==> config.mk <==
export PLATFORM = sky130hd
export DESIGN_NAME = tcp_window_congestion_sender
export DESIGN_NICKNAME = d
export VERILOG_FILES = /design/src/design/twcs_pkg.sv /design/src/design/twcs_ram.sv /design/src/design/twcs_ctrl.sv /design/src/design/twcs_dp.sv /design/src/design/tcp_window_congestion_sender.sv
export SDC_FILE = /design/constraint.sdc
export NUM_CORES = 1
export LEC_CHECK = 0
export BUFFER_PORTS_ARGS = -buffer_cell sky130_fd_sc_hd__buf_2
export CORE_UTILIZATION = 40
export CTS_CLUSTER_DIAMETER = 100
export CTS_CLUSTER_SIZE = 25
export DETAILED_ROUTE_END_ITERATION = 7
export HOLD_SLACK_MARGIN = 0.06
export PLACE_DENSITY = 0.61
export SETUP_SLACK_MARGIN = 0.1
export SLEW_MARGIN = 20
export SYNTH_ARGS = -nofsm -noshare
export SYNTH_HDL_FRONTEND = slang
export SYNTH_SLANG_ARGS = --single-unit
==> constraint.sdc <==
create_clock -name clk -period 15.43 [get_ports clk]
set_input_delay 0 -clock clk [delete_from_list [all_inputs] [get_ports clk]]
set_output_delay 0 -clock clk [all_outputs]
set_load 0.01 [all_outputs]
==> src/design/twcs_pkg.sv <==
`timescale 1ns / 1ps
`default_nettype none
// ----------------------------------------------------------------------------
// twcs_pkg
// Types, codes and sizes shared by the window congestion sender.
// ----------------------------------------------------------------------------
package twcs_pkg;

	localparam int SEQ_W      = 16;
	localparam int NSEQ_W     = SEQ_W + 1;
	localparam int WIN_W      = 8;
	localparam int TIME_W     = 16;
	localparam int RING_DEPTH = 512;
	localparam int RING_AW    = $clog2(RING_DEPTH);
	localparam int CFG_IDX_W  = 2;
	localparam int CFG_DATA_W = 16;

	localparam logic [WIN_W-1:0] MAX_WINDOW = 8'd255;

	localparam logic [CFG_IDX_W-1:0] REG_TOTAL     = 2'd0;
	localparam logic [CFG_IDX_W-1:0] REG_THRESHOLD = 2'd1;
	localparam logic [CFG_IDX_W-1:0] REG_TIMEOUT   = 2'd2;

	typedef enum logic [1:0] {
		FUNC_BEGIN = 2'd0,
		FUNC_SEND  = 2'd1,
		FUNC_ACK   = 2'd2,
		FUNC_TICK  = 2'd3
	} func_t;

	typedef enum logic [2:0] {
		ST_IDLE,
		ST_DECODE,
		ST_ACK_CHK,
		ST_SLIDE_RD,
		ST_SLIDE_CHK,
		ST_FINISH
	} state_t;

	// controller -> datapath
	typedef struct packed {
		logic capture;
		logic exec;
		logic ack_mark;
		logic slide_rd;
		logic slide_step;
		logic finish;
	} cmd_t;

	// datapath -> controller
	typedef struct packed {
		func_t func;
		logic  ack_in_range;
		logic  slide_ok;
		logic  mark_set;
	} sts_t;

endpackage
`default_nettype wire

==> src/design/twcs_ram.sv <==
`timescale 1ns / 1ps
`default_nettype none
// ----------------------------------------------------------------------------
// twcs_ram
// Generic single write port RAM with one registered read port.
// ----------------------------------------------------------------------------
module twcs_ram #(
	parameter int WIDTH = 1,
	parameter int DEPTH = 512
) (
	input  wire logic                     clk,
	input  wire logic                     wr_en,
	input  wire logic [$clog2(DEPTH)-1:0] wr_addr,
	input  wire logic [WIDTH-1:0]         wr_data,
	input  wire logic                     rd_en,
	input  wire logic [$clog2(DEPTH)-1:0] rd_addr,
	output logic      [WIDTH-1:0]         rd_data
);

	logic [WIDTH-1:0] mem_q [DEPTH];

	always_ff @(posedge clk) begin
		if (wr_en) begin
			mem_q[wr_addr] <= wr_data;
		end
		if (rd_en) begin
			rd_data <= mem_q[rd_addr];
		end
	end

endmodule
`default_nettype wire

==> src/design/twcs_ctrl.sv <==
`timescale 1ns / 1ps
`default_nettype none
// ----------------------------------------------------------------------------
// twcs_ctrl
// Sequencer: decode one item, run the ack slide loop, strobe the result.
// ----------------------------------------------------------------------------
module twcs_ctrl
	import twcs_pkg::*;
(
	input  wire logic clk,
	input  wire logic arst_n,
	input  wire logic start,
	input  wire sts_t sts,
	output logic      busy,
	output cmd_t      cmd
);

	state_t state_q, state_n;

	always_ff @(posedge clk or negedge arst_n) begin
		if (!arst_n) begin
			state_q <= ST_IDLE;
		end else begin
			state_q <= state_n;
		end
	end

	always_comb begin
		state_n = state_q;
		unique case (state_q)
			ST_IDLE: begin
				if (start) state_n = ST_DECODE;
			end
			ST_DECODE: begin
				if (sts.func == FUNC_ACK && sts.ack_in_range) state_n = ST_ACK_CHK;
				else state_n = ST_FINISH;
			end
			ST_ACK_CHK: begin
				state_n = ST_SLIDE_RD;
			end
			ST_SLIDE_RD: begin
				if (sts.slide_ok) state_n = ST_SLIDE_CHK;
				else state_n = ST_FINISH;
			end
			ST_SLIDE_CHK: begin
				if (sts.mark_set) state_n = ST_SLIDE_RD;
				else state_n = ST_FINISH;
			end
			ST_FINISH: begin
				state_n = ST_IDLE;
			end
			default: state_n = ST_IDLE;
		endcase
	end

	always_comb begin
		cmd  = '0;
		busy = 1'b1;
		unique case (state_q)
			ST_IDLE: begin
				busy        = 1'b0;
				cmd.capture = start;
			end
			ST_DECODE:    cmd.exec       = 1'b1;
			ST_ACK_CHK:   cmd.ack_mark   = 1'b1;
			ST_SLIDE_RD:  cmd.slide_rd   = 1'b1;
			ST_SLIDE_CHK: cmd.slide_step = 1'b1;
			ST_FINISH:    cmd.finish     = 1'b1;
			default:      busy           = 1'b1;
		endcase
	end

endmodule
`default_nettype wire

==> src/design/twcs_dp.sv <==
`timescale 1ns / 1ps
`default_nettype none
// ----------------------------------------------------------------------------
// twcs_dp
// Window state, congestion control arithmetic, config registers, mark ring.
// ----------------------------------------------------------------------------
module twcs_dp
	import twcs_pkg::*;
(
	input  wire logic                  clk,
	input  wire logic                  arst_n,
	input  wire cmd_t                  cmd,
	output sts_t                       sts,
	input  wire logic [1:0]            func,
	input  wire logic [SEQ_W-1:0]      ack_number,
	input  wire logic                  cfg_wr,
	input  wire logic [CFG_IDX_W-1:0]  cfg_index,
	input  wire logic [CFG_DATA_W-1:0] cfg_data,
	output logic                       done,
	output logic                       send_valid,
	output logic [SEQ_W-1:0]           send_seq,
	output logic                       is_resend,
	output logic [WIN_W-1:0]           window_size,
	output logic                       ack_new,
	output logic                       ack_duplicate,
	output logic                       timed_out,
	output logic [WIN_W-1:0]           threshold_now,
	output logic                       transfer_done
);

	// config
	logic [SEQ_W-1:0]  total_q;
	logic [WIN_W-1:0]  init_thr_q;
	logic [TIME_W-1:0] timeout_q;

	// window state
	logic [SEQ_W-1:0]  base_q;
	logic [NSEQ_W-1:0] next_q;
	logic [SEQ_W-1:0]  highest_q;
	logic [WIN_W-1:0]  cwnd_q;
	logic [WIN_W-1:0]  lin_cnt_q;
	logic [WIN_W-1:0]  thr_q;
	logic              timer_run_q;
	logic [TIME_W-1:0] elapsed_q;

	// captured item and per-item flags
	func_t             func_q;
	logic [SEQ_W-1:0]  ack_q;
	logic              send_valid_q, is_resend_q, ack_new_q, ack_dup_q, timed_out_q;
	logic [SEQ_W-1:0]  send_seq_q;
	logic              done_q;

	// mark ring
	logic               ram_wr_en, ram_wr_data, ram_rd_en, ram_rd_data;
	logic [RING_AW-1:0] ram_wr_addr, ram_rd_addr;

	// combinational helpers
	logic [NSEQ_W-1:0] base_ext, base_p1, span;
	logic              send_ok, ack_low, ack_in_range, slide_ok;
	logic [NSEQ_W-1:0] tick_e;
	logic              tick_expire, outstanding;
	logic [WIN_W-1:0]  half_win, thr_begin;
	logic [WIN_W-1:0]  cwnd_grow, cnt_grow, cnt_inc;

	assign base_ext     = {1'b0, base_q};
	assign base_p1      = base_ext + NSEQ_W'(1);
	assign span         = next_q - base_ext;
	assign send_ok      = (next_q <= {1'b0, total_q})
	                      && (span <= NSEQ_W'(cwnd_q))
	                      && (span < NSEQ_W'(RING_DEPTH));
	assign ack_low      = (ack_q <= base_q);
	assign ack_in_range = !ack_low && ({1'b0, ack_q} < next_q);
	assign slide_ok     = (base_p1 < next_q);
	assign outstanding  = slide_ok;

	assign tick_e      = {1'b0, elapsed_q} + NSEQ_W'(1);
	assign tick_expire = (tick_e > {1'b0, timeout_q});
	assign half_win    = (cwnd_q < WIN_W'(2)) ? WIN_W'(1) : (cwnd_q >> 1);
	assign thr_begin   = (init_thr_q == '0) ? WIN_W'(1) : init_thr_q;

	// slow start below threshold, one step per window of slides above it
	always_comb begin
		cnt_inc   = lin_cnt_q + WIN_W'(1);
		cwnd_grow = cwnd_q;
		cnt_grow  = lin_cnt_q;
		if (cwnd_q >= thr_q) begin
			if (cnt_inc == cwnd_q) begin
				if (cwnd_q < MAX_WINDOW) cwnd_grow = cwnd_q + WIN_W'(1);
				cnt_grow = '0;
			end else begin
				cnt_grow = cnt_inc;
			end
		end else if (cwnd_q < MAX_WINDOW) begin
			cwnd_grow = cwnd_q + WIN_W'(1);
		end
	end

	// ring access
	always_comb begin
		ram_wr_en   = 1'b0;
		ram_wr_data = 1'b0;
		ram_wr_addr = next_q[RING_AW-1:0];
		ram_rd_en   = 1'b0;
		ram_rd_addr = ack_q[RING_AW-1:0];
		if (cmd.exec && func_q == FUNC_SEND && send_ok) begin
			ram_wr_en = 1'b1;
		end else if (cmd.ack_mark) begin
			ram_wr_en   = 1'b1;
			ram_wr_data = 1'b1;
			ram_wr_addr = ack_q[RING_AW-1:0];
		end
		if (cmd.exec && func_q == FUNC_ACK && ack_in_range) begin
			ram_rd_en = 1'b1;
		end else if (cmd.slide_rd && slide_ok) begin
			ram_rd_en   = 1'b1;
			ram_rd_addr = base_p1[RING_AW-1:0];
		end
	end

	twcs_ram #(
		.WIDTH (1),
		.DEPTH (RING_DEPTH)
	) u_marks (
		.clk     (clk),
		.wr_en   (ram_wr_en),
		.wr_addr (ram_wr_addr),
		.wr_data (ram_wr_data),
		.rd_en   (ram_rd_en),
		.rd_addr (ram_rd_addr),
		.rd_data (ram_rd_data)
	);

	// config registers
	always_ff @(posedge clk or negedge arst_n) begin
		if (!arst_n) begin
			total_q    <= SEQ_W'(1);
			init_thr_q <= WIN_W'(16);
			timeout_q  <= TIME_W'(100);
		end else if (cfg_wr) begin
			unique case (cfg_index)
				REG_TOTAL:     total_q    <= cfg_data[SEQ_W-1:0];
				REG_THRESHOLD: init_thr_q <= cfg_data[WIN_W-1:0];
				REG_TIMEOUT:   timeout_q  <= cfg_data[TIME_W-1:0];
				default:       ;
			endcase
		end
	end

	// captured item
	always_ff @(posedge clk) begin
		if (cmd.capture) begin
			func_q <= func_t'(func);
			ack_q  <= ack_number;
		end
	end

	always_ff @(posedge clk or negedge arst_n) begin
		if (!arst_n) begin
			done_q <= 1'b0;
		end else begin
			done_q <= cmd.finish;
		end
	end

	// window state and result flags
	always_ff @(posedge clk or negedge arst_n) begin
		if (!arst_n) begin
			base_q       <= '0;
			next_q       <= NSEQ_W'(1);
			highest_q    <= '0;
			cwnd_q       <= WIN_W'(1);
			lin_cnt_q    <= '0;
			thr_q        <= WIN_W'(16);
			timer_run_q  <= 1'b0;
			elapsed_q    <= '0;
			send_valid_q <= 1'b0;
			send_seq_q   <= '0;
			is_resend_q  <= 1'b0;
			ack_new_q    <= 1'b0;
			ack_dup_q    <= 1'b0;
			timed_out_q  <= 1'b0;
		end else if (cmd.capture) begin
			send_valid_q <= 1'b0;
			send_seq_q   <= '0;
			is_resend_q  <= 1'b0;
			ack_new_q    <= 1'b0;
			ack_dup_q    <= 1'b0;
			timed_out_q  <= 1'b0;
		end else if (cmd.exec) begin
			unique case (func_q)
				FUNC_BEGIN: begin
					base_q      <= '0;
					next_q      <= NSEQ_W'(1);
					highest_q   <= '0;
					cwnd_q      <= WIN_W'(1);
					lin_cnt_q   <= '0;
					thr_q       <= thr_begin;
					timer_run_q <= 1'b0;
					elapsed_q   <= '0;
				end
				FUNC_SEND: begin
					if (send_ok) begin
						send_valid_q <= 1'b1;
						send_seq_q   <= next_q[SEQ_W-1:0];
						is_resend_q  <= (next_q <= {1'b0, highest_q});
						if (next_q > {1'b0, highest_q}) highest_q <= next_q[SEQ_W-1:0];
						if (!timer_run_q) begin
							timer_run_q <= 1'b1;
							elapsed_q   <= '0;
						end
						next_q <= next_q + NSEQ_W'(1);
					end
				end
				FUNC_ACK: begin
					ack_dup_q <= ack_low;
				end
				FUNC_TICK: begin
					if (timer_run_q) begin
						elapsed_q <= tick_e[TIME_W] ? '1 : tick_e[TIME_W-1:0];
						if (tick_expire) begin
							timer_run_q <= 1'b0;
							// go back to the oldest unacked sequence
							if (outstanding) begin
								thr_q       <= half_win;
								cwnd_q      <= WIN_W'(1);
								lin_cnt_q   <= '0;
								next_q      <= base_p1;
								timed_out_q <= 1'b1;
							end
						end
					end
				end
				default: ;
			endcase
		end else if (cmd.ack_mark) begin
			ack_dup_q <= ram_rd_data;
			ack_new_q <= !ram_rd_data;
		end else if (cmd.slide_step) begin
			if (ram_rd_data) begin
				base_q      <= base_p1[SEQ_W-1:0];
				cwnd_q      <= cwnd_grow;
				lin_cnt_q   <= cnt_grow;
				timer_run_q <= 1'b1;
				elapsed_q   <= '0;
			end
		end
	end

	assign sts.func         = func_q;
	assign sts.ack_in_range = ack_in_range;
	assign sts.slide_ok     = slide_ok;
	assign sts.mark_set     = ram_rd_data;

	assign done          = done_q;
	assign send_valid    = send_valid_q;
	assign send_seq      = send_seq_q;
	assign is_resend     = is_resend_q;
	assign window_size   = cwnd_q;
	assign ack_new       = ack_new_q;
	assign ack_duplicate = ack_dup_q;
	assign timed_out     = timed_out_q;
	assign threshold_now = thr_q;
	assign transfer_done = (next_q > {1'b0, total_q}) && (base_q == total_q);

endmodule
`default_nettype wire

==> src/design/tcp_window_congestion_sender.sv <==
`timescale 1ns / 1ps
`default_nettype none
// ----------------------------------------------------------------------------
// tcp_window_congestion_sender
// Sender sliding window with slow start, congestion avoidance and
// go-back-N retransmission on timeout.
// ----------------------------------------------------------------------------
//  channel   handshake                   payload
//  -------   -------------------------   -----------------------------------
//  item in   start & !busy               func, ack_number
//  result    done (one-cycle strobe)     send_valid .. transfer_done
//  config    cfg_valid & cfg_ready       cfg_index, cfg_data
//
//  Begin, send, tick and out-of-range ack items run DECODE then FINISH. An
//  ack in range runs DECODE, ACK_CHK, SLIDE_RD and SLIDE_CHK per slid base
//  entry, a last SLIDE_RD (with SLIDE_CHK on an unmarked entry), FINISH;
//  the slide loop uses the registered read port of the 512-entry mark RAM.
//  A new item may be accepted in the cycle done is high.
//  Reset gives the begin state and the register defaults; the mark RAM has
//  no clearing pass, every entry is written when its sequence is sent.
//  Results cannot be stalled; cfg_ready is always high.
// ----------------------------------------------------------------------------
module tcp_window_congestion_sender
	import twcs_pkg::*;
(
	input  wire logic                  clk,
	input  wire logic                  arst_n,
	input  wire logic                  start,
	output logic                       busy,
	input  wire logic [1:0]            func,
	input  wire logic [SEQ_W-1:0]      ack_number,
	input  wire logic                  cfg_valid,
	output logic                       cfg_ready,
	input  wire logic [CFG_IDX_W-1:0]  cfg_index,
	input  wire logic [CFG_DATA_W-1:0] cfg_data,
	output logic                       done,
	output logic                       send_valid,
	output logic [SEQ_W-1:0]           send_seq,
	output logic                       is_resend,
	output logic [WIN_W-1:0]           window_size,
	output logic                       ack_new,
	output logic                       ack_duplicate,
	output logic                       timed_out,
	output logic [WIN_W-1:0]           threshold_now,
	output logic                       transfer_done
);

	cmd_t cmd;
	sts_t sts;

	assign cfg_ready = 1'b1;

	twcs_ctrl u_ctrl (
		.clk    (clk),
		.arst_n (arst_n),
		.start  (start),
		.sts    (sts),
		.busy   (busy),
		.cmd    (cmd)
	);

	twcs_dp u_dp (
		.clk           (clk),
		.arst_n        (arst_n),
		.cmd           (cmd),
		.sts           (sts),
		.func          (func),
		.ack_number    (ack_number),
		.cfg_wr        (cfg_valid & cfg_ready),
		.cfg_index     (cfg_index),
		.cfg_data      (cfg_data),
		.done          (done),
		.send_valid    (send_valid),
		.send_seq      (send_seq),
		.is_resend     (is_resend),
		.window_size   (window_size),
		.ack_new       (ack_new),
		.ack_duplicate (ack_duplicate),
		.timed_out     (timed_out),
		.threshold_now (threshold_now),
		.transfer_done (transfer_done)
	);

	a_accept_busy: assert property (@(posedge clk) disable iff (!arst_n)
		start && !busy |=> busy)
		else $error("accepted item did not raise busy");

	a_done_idle: assert property (@(posedge clk) disable iff (!arst_n)
		done |-> !busy)
		else $error("result strobe while sequencer busy");

	a_window_nonzero: assert property (@(posedge clk) disable iff (!arst_n)
		done |-> (window_size != '0) && (threshold_now != '0))
		else $error("window or threshold reached zero");

	a_timeout_collapse: assert property (@(posedge clk) disable iff (!arst_n)
		done && timed_out |-> (window_size == WIN_W'(1)) && !send_valid && !ack_new)
		else $error("timeout result without window collapse");

	a_ack_flags: assert property (@(posedge clk) disable iff (!arst_n)
		done |-> !(ack_new && ack_duplicate) && !(send_valid && (ack_new || ack_duplicate)))
		else $error("conflicting result flags");

endmodule
`default_nettype wire

### Word level (Yosys, flattened, before mapping)

Memory sizes are Yosys's and may differ from the RTL's. A register that Yosys moved wholly into a read port is not among the register bits.
Index checks and enable logic that the tools add are counted.

* flip-flop bits (word level): 173
* RAM bits: 512
* input port bits: 40
* output and inout port bits: 41
* logic and storage cells: 222
* memories: 1

* add/sub/neg operators: 6
* magnitude comparators: 13
* equal/unequal tests: 30
* mux-type cells: 104
* bitwise operators: 1
* reductions and logical operators: 46

Memories
* u_dp.u_marks.mem_q: depth 512, width 1, read ports 1, clocked after Yosys merged registers in 1, write ports 1, line twcs_ram.sv:20 `logic [WIDTH-1:0] mem_q [DEPTH];`

Operators by type and width (number)
* 16-bit 2-to-1 mux: 19
* 8-bit 2-to-1 mux: 23
* 17-bit 2-to-1 mux: 4
* 17-bit by 16-bit greater-than comparator with 1-bit output: 3
* 17-bit one-hot mux with 3 select lines: 1
* 16-bit one-hot mux with 3 select lines: 1
* 8-bit one-hot mux with 2 select lines: 3
* 1-bit 2-to-1 mux: 42
* 9-bit 2-to-1 mux: 4
* 16-bit by 1-bit adder with 17-bit output, second input constant: 2
* 17-bit by 16-bit <= comparator with 1-bit output: 2
* 16-bit one-hot mux with 2 select lines: 1
* 2-bit nonzero test: 13
* 3-bit != test, second input constant: 7
* 9-bit AND reduction: 2
* 17-bit by 1-bit adder with 17-bit output, second input constant: 1
* 17-bit by 8-bit <= comparator with 1-bit output: 1
* 16-bit by 17-bit < comparator with 1-bit output: 1
* 17-bit by 10-bit < comparator with 1-bit output, second input constant: 1
* 17-bit < comparator: 1
* 17-bit by 16-bit subtractor with 17-bit output: 1
* 8-bit by 1-bit adder with 8-bit output, second input constant: 2
* 16-bit equality test: 1
* 16-bit <= comparator: 1
* other kinds (30): 63

### Logic depth before layout (Yosys ltp)

Gate-level depths: netlist of the first run.

* depth in word-level cells: 8
* gate-level depth with buffers: 27

### Modules after synthesis

Synthesis of the first run repeated with hierarchy kept, for this count alone.

* cells, all modules: 2930
* area total of the unflattened synthesis: 35054.9 um^2

By module, submodules not included
* twcs_ram: times used 1, cells each 1615, area each 22619.2 um^2
* twcs_dp: times used 1, cells each 1289, area each 12200.5 um^2
* twcs_ctrl: times used 1, cells each 24, area each 224.0 um^2
* tcp_window_congestion_sender: times used 1, cells each 2, area each 11.3 um^2

### Worst setup path before layout of the first run

No wires, ideal clock.

* path type: reg-to-reg
* start: register u_ctrl.state_q[2]
* end: memory u_dp.u_marks.mem_q[176], enable pin
* library setup time: 0.257 ns
* data arrival time: 11.470 ns
* path slack: 3.703 ns
* cell stages (with the launch flop): 10
* buffers on the path: 3
* cell sequence: dfrtp_1 > clkbuf_1 > nor2_1 > nand2_1 > inv_1 > buf_1 > o21ai_1 > nand2_1 > clkbuf_1 > nor3_1

* longest elaborated chain between the ends: 7
* elaborated cells on any way between the ends: 12
* those cells by class: 2 x eq/ne; 8 x mux; 2 x reduce/logical

Ends and longest elaborated chain
* start: declaration: line twcs_ctrl.sv:18 `state_t state_q, state_n;`
* start signal: assignment: line twcs_ctrl.sv:24 `state_q <= state_n;`
* 3-bit by 1-bit equality test with 1-bit output: line twcs_ctrl.sv:59 `unique case (state_q)`
* 1-bit 2-to-1 mux: line twcs_ctrl.sv:59
* 1-bit logical AND (2 in a row): line twcs_dp.sv:105 `if (cmd.exec && func_q == FUNC_SEND && send_ok) begin`
* 1-bit 2-to-1 mux: line twcs_dp.sv:105
* 1-bit 2-to-1 mux: line twcs_ram.sv:23 `if (wr_en) begin`
* 1-bit 2-to-1 mux (not written as such): line twcs_ram.sv:24 `mem_q[wr_addr] <= wr_data;`
* end: declaration: line twcs_ram.sv:20

Several ways; a longest one is shown, not always the timed one.

### Final worst setup path of the first run

* start: register u_dp.base_q[0]
* end: register u_dp.u_marks.rd_data (read register of u_dp.u_marks.mem_q), data pin

* longest elaborated chain between the ends: 5
* elaborated cells on any way between the ends: 11
* those cells by class: 1 x add/sub; 2 x order compare; 4 x mux; 4 x reduce/logical

Ends and longest elaborated chain
* start: declaration: line twcs_dp.sv:37 `logic [SEQ_W-1:0] base_q;`
* start signal: assignment: line twcs_dp.sv:240 `base_q <= base_p1[SEQ_W-1:0];`
* 16-bit by 1-bit adder with 17-bit output or 16-bit <= comparator (tied branches): line twcs_dp.sv:66, twcs_dp.sv:71
* 17-bit < comparator or 1-bit logical NOT (tied branches): line twcs_dp.sv:73, twcs_dp.sv:72
* 1-bit logical AND (on tied branches): line twcs_dp.sv:114, twcs_dp.sv:72
* 9-bit 2-to-1 mux (tied with other cells): line twcs_dp.sv:114 `end else if (cmd.slide_rd && slide_ok) begin`
* 9-bit 2-to-1 mux or 1-bit 2-to-1 mux (tied branches): line twcs_dp.sv:112 `if (cmd.exec && func_q == FUNC_ACK && ack_in_range) begin`
* end: declaration: line twcs_ram.sv:17 `output logic [WIDTH-1:0] rd_data`

Several ways; a longest one is shown, not always the timed one.
A chain may end at the register's enable or synchronous reset.

==> run_results.csv, run 1 <==
group,metric,value,unit
run_status,result_of_the_run,"completed",
min_path,worstHoldPathType,"input port to asynchronous set/reset pin",
layout,antenna-diode-count,0,
critical_path,rrSetupSlack,6.91,ns
detailed_routing,vias_per_cell,6.080,
synth,share_of_flip_flops_with_an_asynchronous_set_or_reset_after_synthesis,0.2259,
floorplanning,fp-row-count,110,
synth,syn-instance-count,3355,
synth,postSynthNetCount,3529,
placement,post_dp_cell_area,37610,um^2
global_routing,globalRouteMet2Util,0.3648,
global_routing,grt_util_met1,0.3149,
synth,seq_area_frac_synth,0.5459,
sta,layout_min_cycle_time,8.519,ns
critical_path,critical_path.startpoint,"u_dp.base_q[0]",
global_routing,antenna_found_initial,1,
cts,cts.root.buffer_cell,"sky130_fd_sc_hd__clkbuf_16",
floorplanning,die_outline_area,92040,um^2
detailed_routing,detail_route.wirelength,106.0,mm
floorplanning,io-pin-count,81,
sta,fin_skew,0.02559,ns
placement,hpwlAfterDp,62.92,mm
critical_path,timing.rr.start,"u_dp.base_q[0]",
placement,place_ws,7.058,ns
detailed_routing,pre_repair_dr_iteration_count,5,
floorplanning,die-height,303.4,um
cts,cts_inserted_buffers,38,
synth,synth_seq_cells,686,
layout,fill_cell_total_of_the_finished_layout,8507,
power,vdd.ir_drop.worst,0.1050,mV
run,max-cap-violations,0,
detailed_routing,antenna_violating_nets_post_route,0,
layout,final_net_count,3488,
sta,rsz0062_at_grt,"no",
layout,final_layout_size_suffix_gt1_frac,0.09910,
sta,timing.max_slew.rel_slack,0.2548,
synth,synth-warning-count,0,
sta,fin_crit_sh,0.5521,
detailed_routing,avgRoutedWirePerCell,23.52,um
global_routing,aggregate_global_routing_overflow,0,
critical_path,critical_path_class,"flip-flop to flip-flop",
synth,synth.avg_cell_area,10.83,um^2
global_routing,grt_pass1_vias,26349,
cts,worst_skew_pair.late_latency,0.62,ns
critical_path,worstSetupStartpointType,"flip-flop",
power,power_leakage,14.06,nW
critical_path,arrival,8.89,ns
cts,clkSinkCount,686,
layout,layout-area-overhead-vs-synth,8.572,%
floorplanning,die_width,303.4,um
synth,synth.cell_area,36330,um^2
global_routing,top_usage_layer,"met2",
synth,yosys_most_used_dff,"sky130_fd_sc_hd__edfxtp_1",
critical_path,crit_required,15.80,ns
sta,finalSetupViolations,0,
layout,stdcell_area,39450,um^2
cts,quantity_of_gates_resized_following_cts,0,
cts,tritoncts,"built",
critical_path,setup.worst_path.end_class,"flip-flop",
detailed_routing,vias,27395,
detailed_routing,drt_drc_violations_left,0,
placement,place.port_buffers,79,
cts,h-tree-depth,2,
cts,postCtsSetupRepairBufs,0,
synth,count_of_flip_flops_with_a_built_in_enable_after_synthesis,531,
global_routing,global_route.usage.met3,0.03198,
layout,final_cells,4506,
cts,clk_pin_slew_worst_paths,0.10,ns
critical_path,reg2reg_depth,23,
sta,max_slew.worst_pin.slew,1.087,ns
cts,cts_hold_repair.buffers,59,
sta,number_of_hold_slack_violations_in_the_final_timing_report,0,
cts,ctsLongestPathBuffers,3,
synth,synth.lib_cells_used.distinct,89,
detailed_routing,drt_first_iter_violations,2589,
placement,routabilityCongestion,0.9284,
sta,max_freq,0.1174,GHz
power,power.density_cell_area,136.0,nW/um^2
sta,setup-tns-final,0,ns
critical_path,critical_path_peak_fanout,84,
placement,place.detailed.instances,4391,
floorplanning,floorplan.core_area,90010,um^2
global_routing,grt_first_pass_wirelength,161.5,mm
sta,worst_slack,6.911,ns
floorplanning,initial_utilization,0.4036,
global_routing,grt_max_degree,253,
sta,finalMaxSlewViolations,0,
global_routing,gr-usage-all-layers,0.2265,
cell type report:
| cell class | count | area (um^2) | share of cell area |
|---|---|---|---|
| multi-input combinational | 2265 | 14950 | 0.3790 |
| clock buffer | 38 | 950.9 | 0.02411 |
| sequential | 686 | 19830 | 0.5028 |
| tap | 1176 | 1471 | 0.03730 |
| timing repair buffer | 204 | 1500 | 0.03803 |
| inverter | 119 | 454.2 | 0.01151 |
| clock inverter | 18 | 284.0 | 0.007200 |
state kept, by name, indices dropped and copies added (netlist names), 2 cells and up:
register / count
u_dp.lin_cnt_q: 8
u_dp.send_seq: 16
u_dp.func_q: 2
u_dp.elapsed_q: 16
u_dp.base_q: 16
u_dp.next_q: 17
u_dp.timeout_q: 16
u_dp.window_size: 8
u_dp.u_marks.mem_q: 512
u_dp.highest_q: 16
u_dp.threshold_now: 8
u_ctrl.state_q: 3
u_dp.total_q: 16
u_dp.ack_q: 16
u_dp.init_thr_q: 8
kinds of logic (layout without fill, tap and decap cells):
group | Yosys count | count (layout) | share of synthesized area
flops | 686 | 686 | 0.5459
buf+inv | 404 | 379 | 0.04728
xor+xnor | 70 | 70 | 0.01688
compound gates | 599 | 599 | 0.1139
other cells | 1 | 1 | 0.0001032
mux | 136 | 136 | 0.05045
fa+ha+maj | 134 | 134 | 0.04635
simple gates | 1325 | 1325 | 0.1791
worst max-delay path, stage by stage (launching register included):
cell	delay (ns)
sky130_fd_sc_hd__dfrtp_1	0.33
sky130_fd_sc_hd__buf_4	0.28
sky130_fd_sc_hd__ha_1	0.26
sky130_fd_sc_hd__nand3_1	0.15
sky130_fd_sc_hd__nor4_1	0.77
sky130_fd_sc_hd__nand3_1	0.34
sky130_fd_sc_hd__xnor2_1	0.37
sky130_fd_sc_hd__inv_1	0.08
sky130_fd_sc_hd__ha_1	0.32
sky130_fd_sc_hd__nand4_1	0.15
sky130_fd_sc_hd__a211oi_1	0.52
sky130_fd_sc_hd__o2111a_4	0.48
sky130_fd_sc_hd__o31ai_4	0.07
sky130_fd_sc_hd__buf_4	0.29
sky130_fd_sc_hd__nand2_8	0.67
sky130_fd_sc_hd__buf_4	0.74
sky130_fd_sc_hd__buf_4	0.70
sky130_fd_sc_hd__mux2i_1	0.27
sky130_fd_sc_hd__a211oi_1	0.09
sky130_fd_sc_hd__or4_1	0.56
sky130_fd_sc_hd__o2111ai_1	0.17
sky130_fd_sc_hd__nor4b_2	0.31
sky130_fd_sc_hd__a32oi_1	0.10
sky130_fd_sc_hd__o211a_1	0.14
path summary, 6_finish.rpt:
path | to
max in group asynchronous | u_dp.send_seq[4]
setup / recovery | u_dp.u_marks.rd_data
setup reg to reg | u_dp.u_marks.rd_data
min in group clk | u_dp.init_thr_q[7]
hold reg to reg | u_dp.elapsed_q[1]
hold / removal | u_dp.elapsed_q[10]
metal layers:
layer	vias to the layer above	wire length, um
met5	-	51
met4	2	3376
met3	182	6619
met2	923	49080
met1	13779	46850
li1	12509	-
synthesized netlist by cell type, drive strengths merged, types with 5 or more instances:
| library cell | instances | area [um^2] |
|---|---|---|
| and3 | 102 | 638.1 |
| mux2 | 31 | 349.1 |
| nor2b | 21 | 131.4 |
| a211oi | 137 | 1059 |
| a21oi | 63 | 315.3 |
| or3 | 8 | 55.05 |
| nand2b | 19 | 118.9 |
| buf | 72 | 471.7 |
| dfstp | 8 | 210.2 |
| a211o | 7 | 61.31 |
| o22ai | 14 | 87.58 |
| mux4 | 34 | 773.2 |
| a32oi | 13 | 113.9 |
| o211ai | 9 | 67.56 |
| a21o | 44 | 330.3 |
| nor2 | 153 | 579.3 |
| xnor2 | 43 | 376.6 |
| nor4 | 47 | 300.3 |
| mux2i | 71 | 710.7 |
| nand2 | 315 | 1197 |
| o31ai | 22 | 192.7 |
| nand4 | 51 | 331.6 |
| a22o | 10 | 87.58 |
| inv | 117 | 439.2 |
| dfrtp | 147 | 3679 |
| nor3 | 504 | 2534 |
| and2 | 9 | 56.31 |
| a22oi | 18 | 135.1 |
| o2111ai | 10 | 93.84 |
| a31oi | 34 | 212.7 |
| xor2 | 27 | 236.5 |
| o21ai | 144 | 720.7 |
| nand3 | 69 | 345.3 |
| clkbuf | 213 | 799.5 |
| ha | 133 | 1664 |
| a311oi | 11 | 96.34 |
| o21a | 17 | 127.6 |
| nand3b | 10 | 75.07 |
| edfxtp | 531 | 15950 |
| a2111oi | 5 | 50.04 |
per-stage QoR:
stage          utilization  power [mW]  hold slack, ns
6_report            0.4382       5.363         0.06348
2_1_floorplan            -       3.604         -0.2956
4_1_cts             0.4381       5.362         0.06185
3_5_place_dp        0.4178       4.168          0.1654
3_3_place_gp        0.4178       4.148          0.1692
5_1_grt             0.4382       5.602          0.1090
cells in the final DEF, fill, tap and decap left out, types with 19 or more instances in the layout:
cell and count:
sky130_fd_sc_hd__xnor2_1 43, sky130_fd_sc_hd__buf_2 78, sky130_fd_sc_hd__nand2_1 299, sky130_fd_sc_hd__nand4_1 49, sky130_fd_sc_hd__nand3_1 69, sky130_fd_sc_hd__nor2_1 149, sky130_fd_sc_hd__buf_4 65, sky130_fd_sc_hd__nor2b_1 21
sky130_fd_sc_hd__a21o_1 44, sky130_fd_sc_hd__xor2_1 27, sky130_fd_sc_hd__nor3_1 501, sky130_fd_sc_hd__clkbuf_16 38, sky130_fd_sc_hd__inv_1 114, sky130_fd_sc_hd__nand2b_1 19, sky130_fd_sc_hd__mux4_2 32, sky130_fd_sc_hd__o21ai_0 138
sky130_fd_sc_hd__a211oi_1 131, sky130_fd_sc_hd__mux2_2 31, sky130_fd_sc_hd__mux2i_1 69, sky130_fd_sc_hd__ha_1 133, sky130_fd_sc_hd__dlygate4sd3_1 59, sky130_fd_sc_hd__a31oi_1 30, sky130_fd_sc_hd__nor4_1 46, sky130_fd_sc_hd__edfxtp_1 531
sky130_fd_sc_hd__a21oi_1 63, sky130_fd_sc_hd__and3_1 102, sky130_fd_sc_hd__dfrtp_1 147
where the power goes:
part           leakage [nW]  total (mW)  internal [mW]  switching (mW)
sequential             7.26        2.25           2.15          0.0975
clock                 0.599        1.19          0.523           0.666
combinational          6.20        1.93          0.598            1.33
Note: power is estimated with default switching activity, not from simulation.
==> run 2, diff against run 1 <==
==> constraint.sdc (replaced) <==
create_clock -name clk -period 8.65 [get_ports clk]
set_input_delay 0 -clock clk [delete_from_list [all_inputs] [get_ports clk]]
set_output_delay 0 -clock clk [all_outputs]
set_load 0.01 [all_outputs]
==> run_results.csv, run 2 (synthesis results as in run 1) <==
group,metric,value,unit
sta,max_freq,0.1396,GHz
run_status,result_of_the_run,"completed",
detailed_routing,avgRoutedWirePerCell,23.92,um
layout,layout.cells.most_common,"sky130_fd_sc_hd__edfxtp_1",
critical_path,arrival,7.53,ns
power,power.density_cell_area,241.0,nW/um^2
power,vdd.ir_drop.worst,0.1558,mV
power,net-switching-power,3.730,mW
power,intPower,5.782,mW
layout,final_cells,4517,
sta,finalMaxSlewViolations,0,
cts,clk_pin_slew_worst_paths,0.10,ns
floorplanning,initial_utilization,0.4036,
min_path,hold_end,"u_dp.func_q[0]",
floorplanning,die_width,303.4,um
layout,largest_register_ffs,512,
layout,final_cell_mix,"531 x sky130_fd_sc_hd__edfxtp_1, 501 x sky130_fd_sc_hd__nor3_1, 301 x sky130_fd_sc_hd__nand2_1",
floorplanning,io-pin-count,81,
global_routing,antenna_found_initial,1,
sta,setup-tns-final,0,ns
cts,h-tree-depth,2,
min_path,min-delay-start,"func[0]",
placement,routabilityCongestion,0.9382,
power,total_power,9.513,mW
floorplanning,die_outline_area,92040,um^2
critical_path,critical_path_class,"flip-flop to flip-flop",
cts,postCtsSetupRepairBufs,0,
floorplanning,floorplan.core_area,90010,um^2
layout,final_net_count,3499,
detailed_routing,vias,27545,
cts,worst_skew_pair.late_latency,0.61,ns
layout,biggestRegsByFlops,"u_dp.u_marks.mem_q (512), u_dp.next_q (17)",
global_routing,grt_pass1_vias,26335,
layout,largest_register,"u_dp.u_marks.mem_q",
detailed_routing,drt_first_iter_violations,2868,
sta,finalSetupViolations,0,
cts,cts_inserted_buffers,37,
placement,place.port_buffers,79,
floorplanning,fp-row-count,110,
layout,final_layout_size_suffix_gt1_frac,0.1012,
critical_path,crit_required,9.01,ns
sta,layout_min_cycle_time,7.165,ns
layout,layout-area-overhead-vs-synth,8.668,%
cts,quantity_of_gates_resized_following_cts,0,
sta,fin_crit_sh,0.8284,
detailed_routing,detail_route.wirelength,108.1,mm
sta,max_slew.worst_pin.slew,1.125,ns
sta,number_of_hold_slack_violations_in_the_final_timing_report,0,
global_routing,gr-usage-all-layers,0.2326,
cts,cts.root.buffer_cell,"sky130_fd_sc_hd__clkbuf_16",
critical_path,timing.rr.start,"u_dp.base_q[1]",
power,power.share.switching,0.3921,
sta,rsz0062_at_grt,"no",
global_routing,grt_max_degree,218,
critical_path,rrSetupSlack,1.48,ns
power,clock_power_share,0.211,
power,power.sequential.fraction,0.421,
power,comb_power_share,0.367,
global_routing,aggregate_global_routing_overflow,0,
sta,fin_skew,0.03612,ns
detailed_routing,pre_repair_dr_iteration_count,5,
detailed_routing,antenna_violating_nets_post_route,0,
cts,ctsLongestPathBuffers,3,
power,power_leakage,14.09,nW
detailed_routing,vias_per_cell,6.098,
critical_path,worstSetupStartpointType,"flip-flop",
cts,tritoncts,"built",
run,max-cap-violations,0,
placement,hpwlAfterDp,64.66,mm
min_path,worstHoldPathCells,2,
critical_path,critical_path_peak_fanout,19,
cts,cts_hold_repair.buffers,60,
min_path,worstHoldPathType,"input port to flip-flop",
critical_path,setup.worst_path.end_class,"flip-flop",
critical_path,end_of_the_worst_register_to_register_path,"u_dp.u_marks.rd_data",
layout,antenna-diode-count,0,
floorplanning,die-height,303.4,um
placement,place.detailed.instances,4401,
cts,clkSinkCount,686,
sta,timing.max_slew.rel_slack,0.2285,
global_routing,grt_first_pass_wirelength,165.0,mm
detailed_routing,drt_drc_violations_left,0,
critical_path,reg2reg_depth,20,
==> run 2: worst max-delay path by stage <==
stage | end | from | slack (ns) | cells past startpoint
after detailed placement | u_dp.u_marks.rd_data | u_dp.base_q[1] | 1.60 | 20
after floorplan | u_dp.u_marks.mem_q[188] | u_ctrl.state_q[2] | 1.90 | 9
after CTS | u_dp.u_marks.rd_data | u_dp.base_q[1] | 1.58 | 20
final | u_dp.u_marks.rd_data | u_dp.base_q[1] | 1.48 | 20
after global placement | u_dp.u_marks.rd_data | u_dp.base_q[1] | 1.73 | 20
after global routing | u_dp.u_marks.rd_data | u_dp.base_q[1] | 0.95 | 20
==> run 2: layout make-up <==
type                       count  area (um^2)
clock buffer                  39        943.4
clock inverter                16        190.2
fill                        8486        50530
inverter                     119        454.2
multi-input combinational   2265        14950
sequential                   686        19830
tap                         1176         1471
timing repair buffer         216         1638
==> run 2: per-stage QoR <==
stage                     worst slack (ns)  utilization  hold WS (ns)  instance area (um^2)
after floorplan                      1.899            -       -0.2956                 36340
final                                1.485       0.4386        0.1076                 39480
after global placement               1.731       0.4188        0.1512                 37700
after detailed placement             1.602       0.4190        0.1438                 37710
after CTS                            1.581       0.4383       0.06503                 39450
after global routing                0.9459       0.4386       0.09473                 39480
==> run 2: critical path, cell delays in order (launching register included) <==
cell and delay [ns]:
sky130_fd_sc_hd__dfrtp_1 0.49, sky130_fd_sc_hd__ha_1 0.24, sky130_fd_sc_hd__nand3_1 0.16, sky130_fd_sc_hd__nor4_1 0.66
sky130_fd_sc_hd__nand3_1 0.34, sky130_fd_sc_hd__xnor2_1 0.37, sky130_fd_sc_hd__inv_1 0.09, sky130_fd_sc_hd__ha_1 0.34
sky130_fd_sc_hd__a21oi_1 0.16, sky130_fd_sc_hd__o21ai_1 0.12, sky130_fd_sc_hd__a221o_1 0.69, sky130_fd_sc_hd__nor3_4 0.45
sky130_fd_sc_hd__buf_4 0.34, sky130_fd_sc_hd__mux2_2 0.55, sky130_fd_sc_hd__nand2_1 0.35, sky130_fd_sc_hd__a211oi_1 0.08
sky130_fd_sc_hd__or4_1 0.56, sky130_fd_sc_hd__o2111ai_1 0.19, sky130_fd_sc_hd__nor4b_2 0.49, sky130_fd_sc_hd__a32oi_1 0.10
sky130_fd_sc_hd__o211a_1 0.16
==> run 2: power by group through the flow <==
stage | sequential (mW) | combinational (mW) | clock, mW
after floorplan | 4.06 | 2.31 | 0
after global placement | 4.08 | 3.36 | 0
after detailed placement | 4.08 | 3.40 | 0
after CTS | 4.01 | 3.44 | 2.06
after global routing | 4.02 | 3.77 | 2.15
final | 4.01 | 3.49 | 2.01
==> run 2: metal layers <==
| metal | GRT usage | share of wire | vias to the layer above |
|---|---|---|---|
| met5 | 0 | 0.00011 | - |
| met4 | 0.06500 | 0.027 | 2 |
| met3 | 0.03198 | 0.070 | 178 |
| met2 | 0.3677 | 0.46 | 1068 |
| met1 | 0.3339 | 0.44 | 13782 |
| li1 | - | - | 12515 |
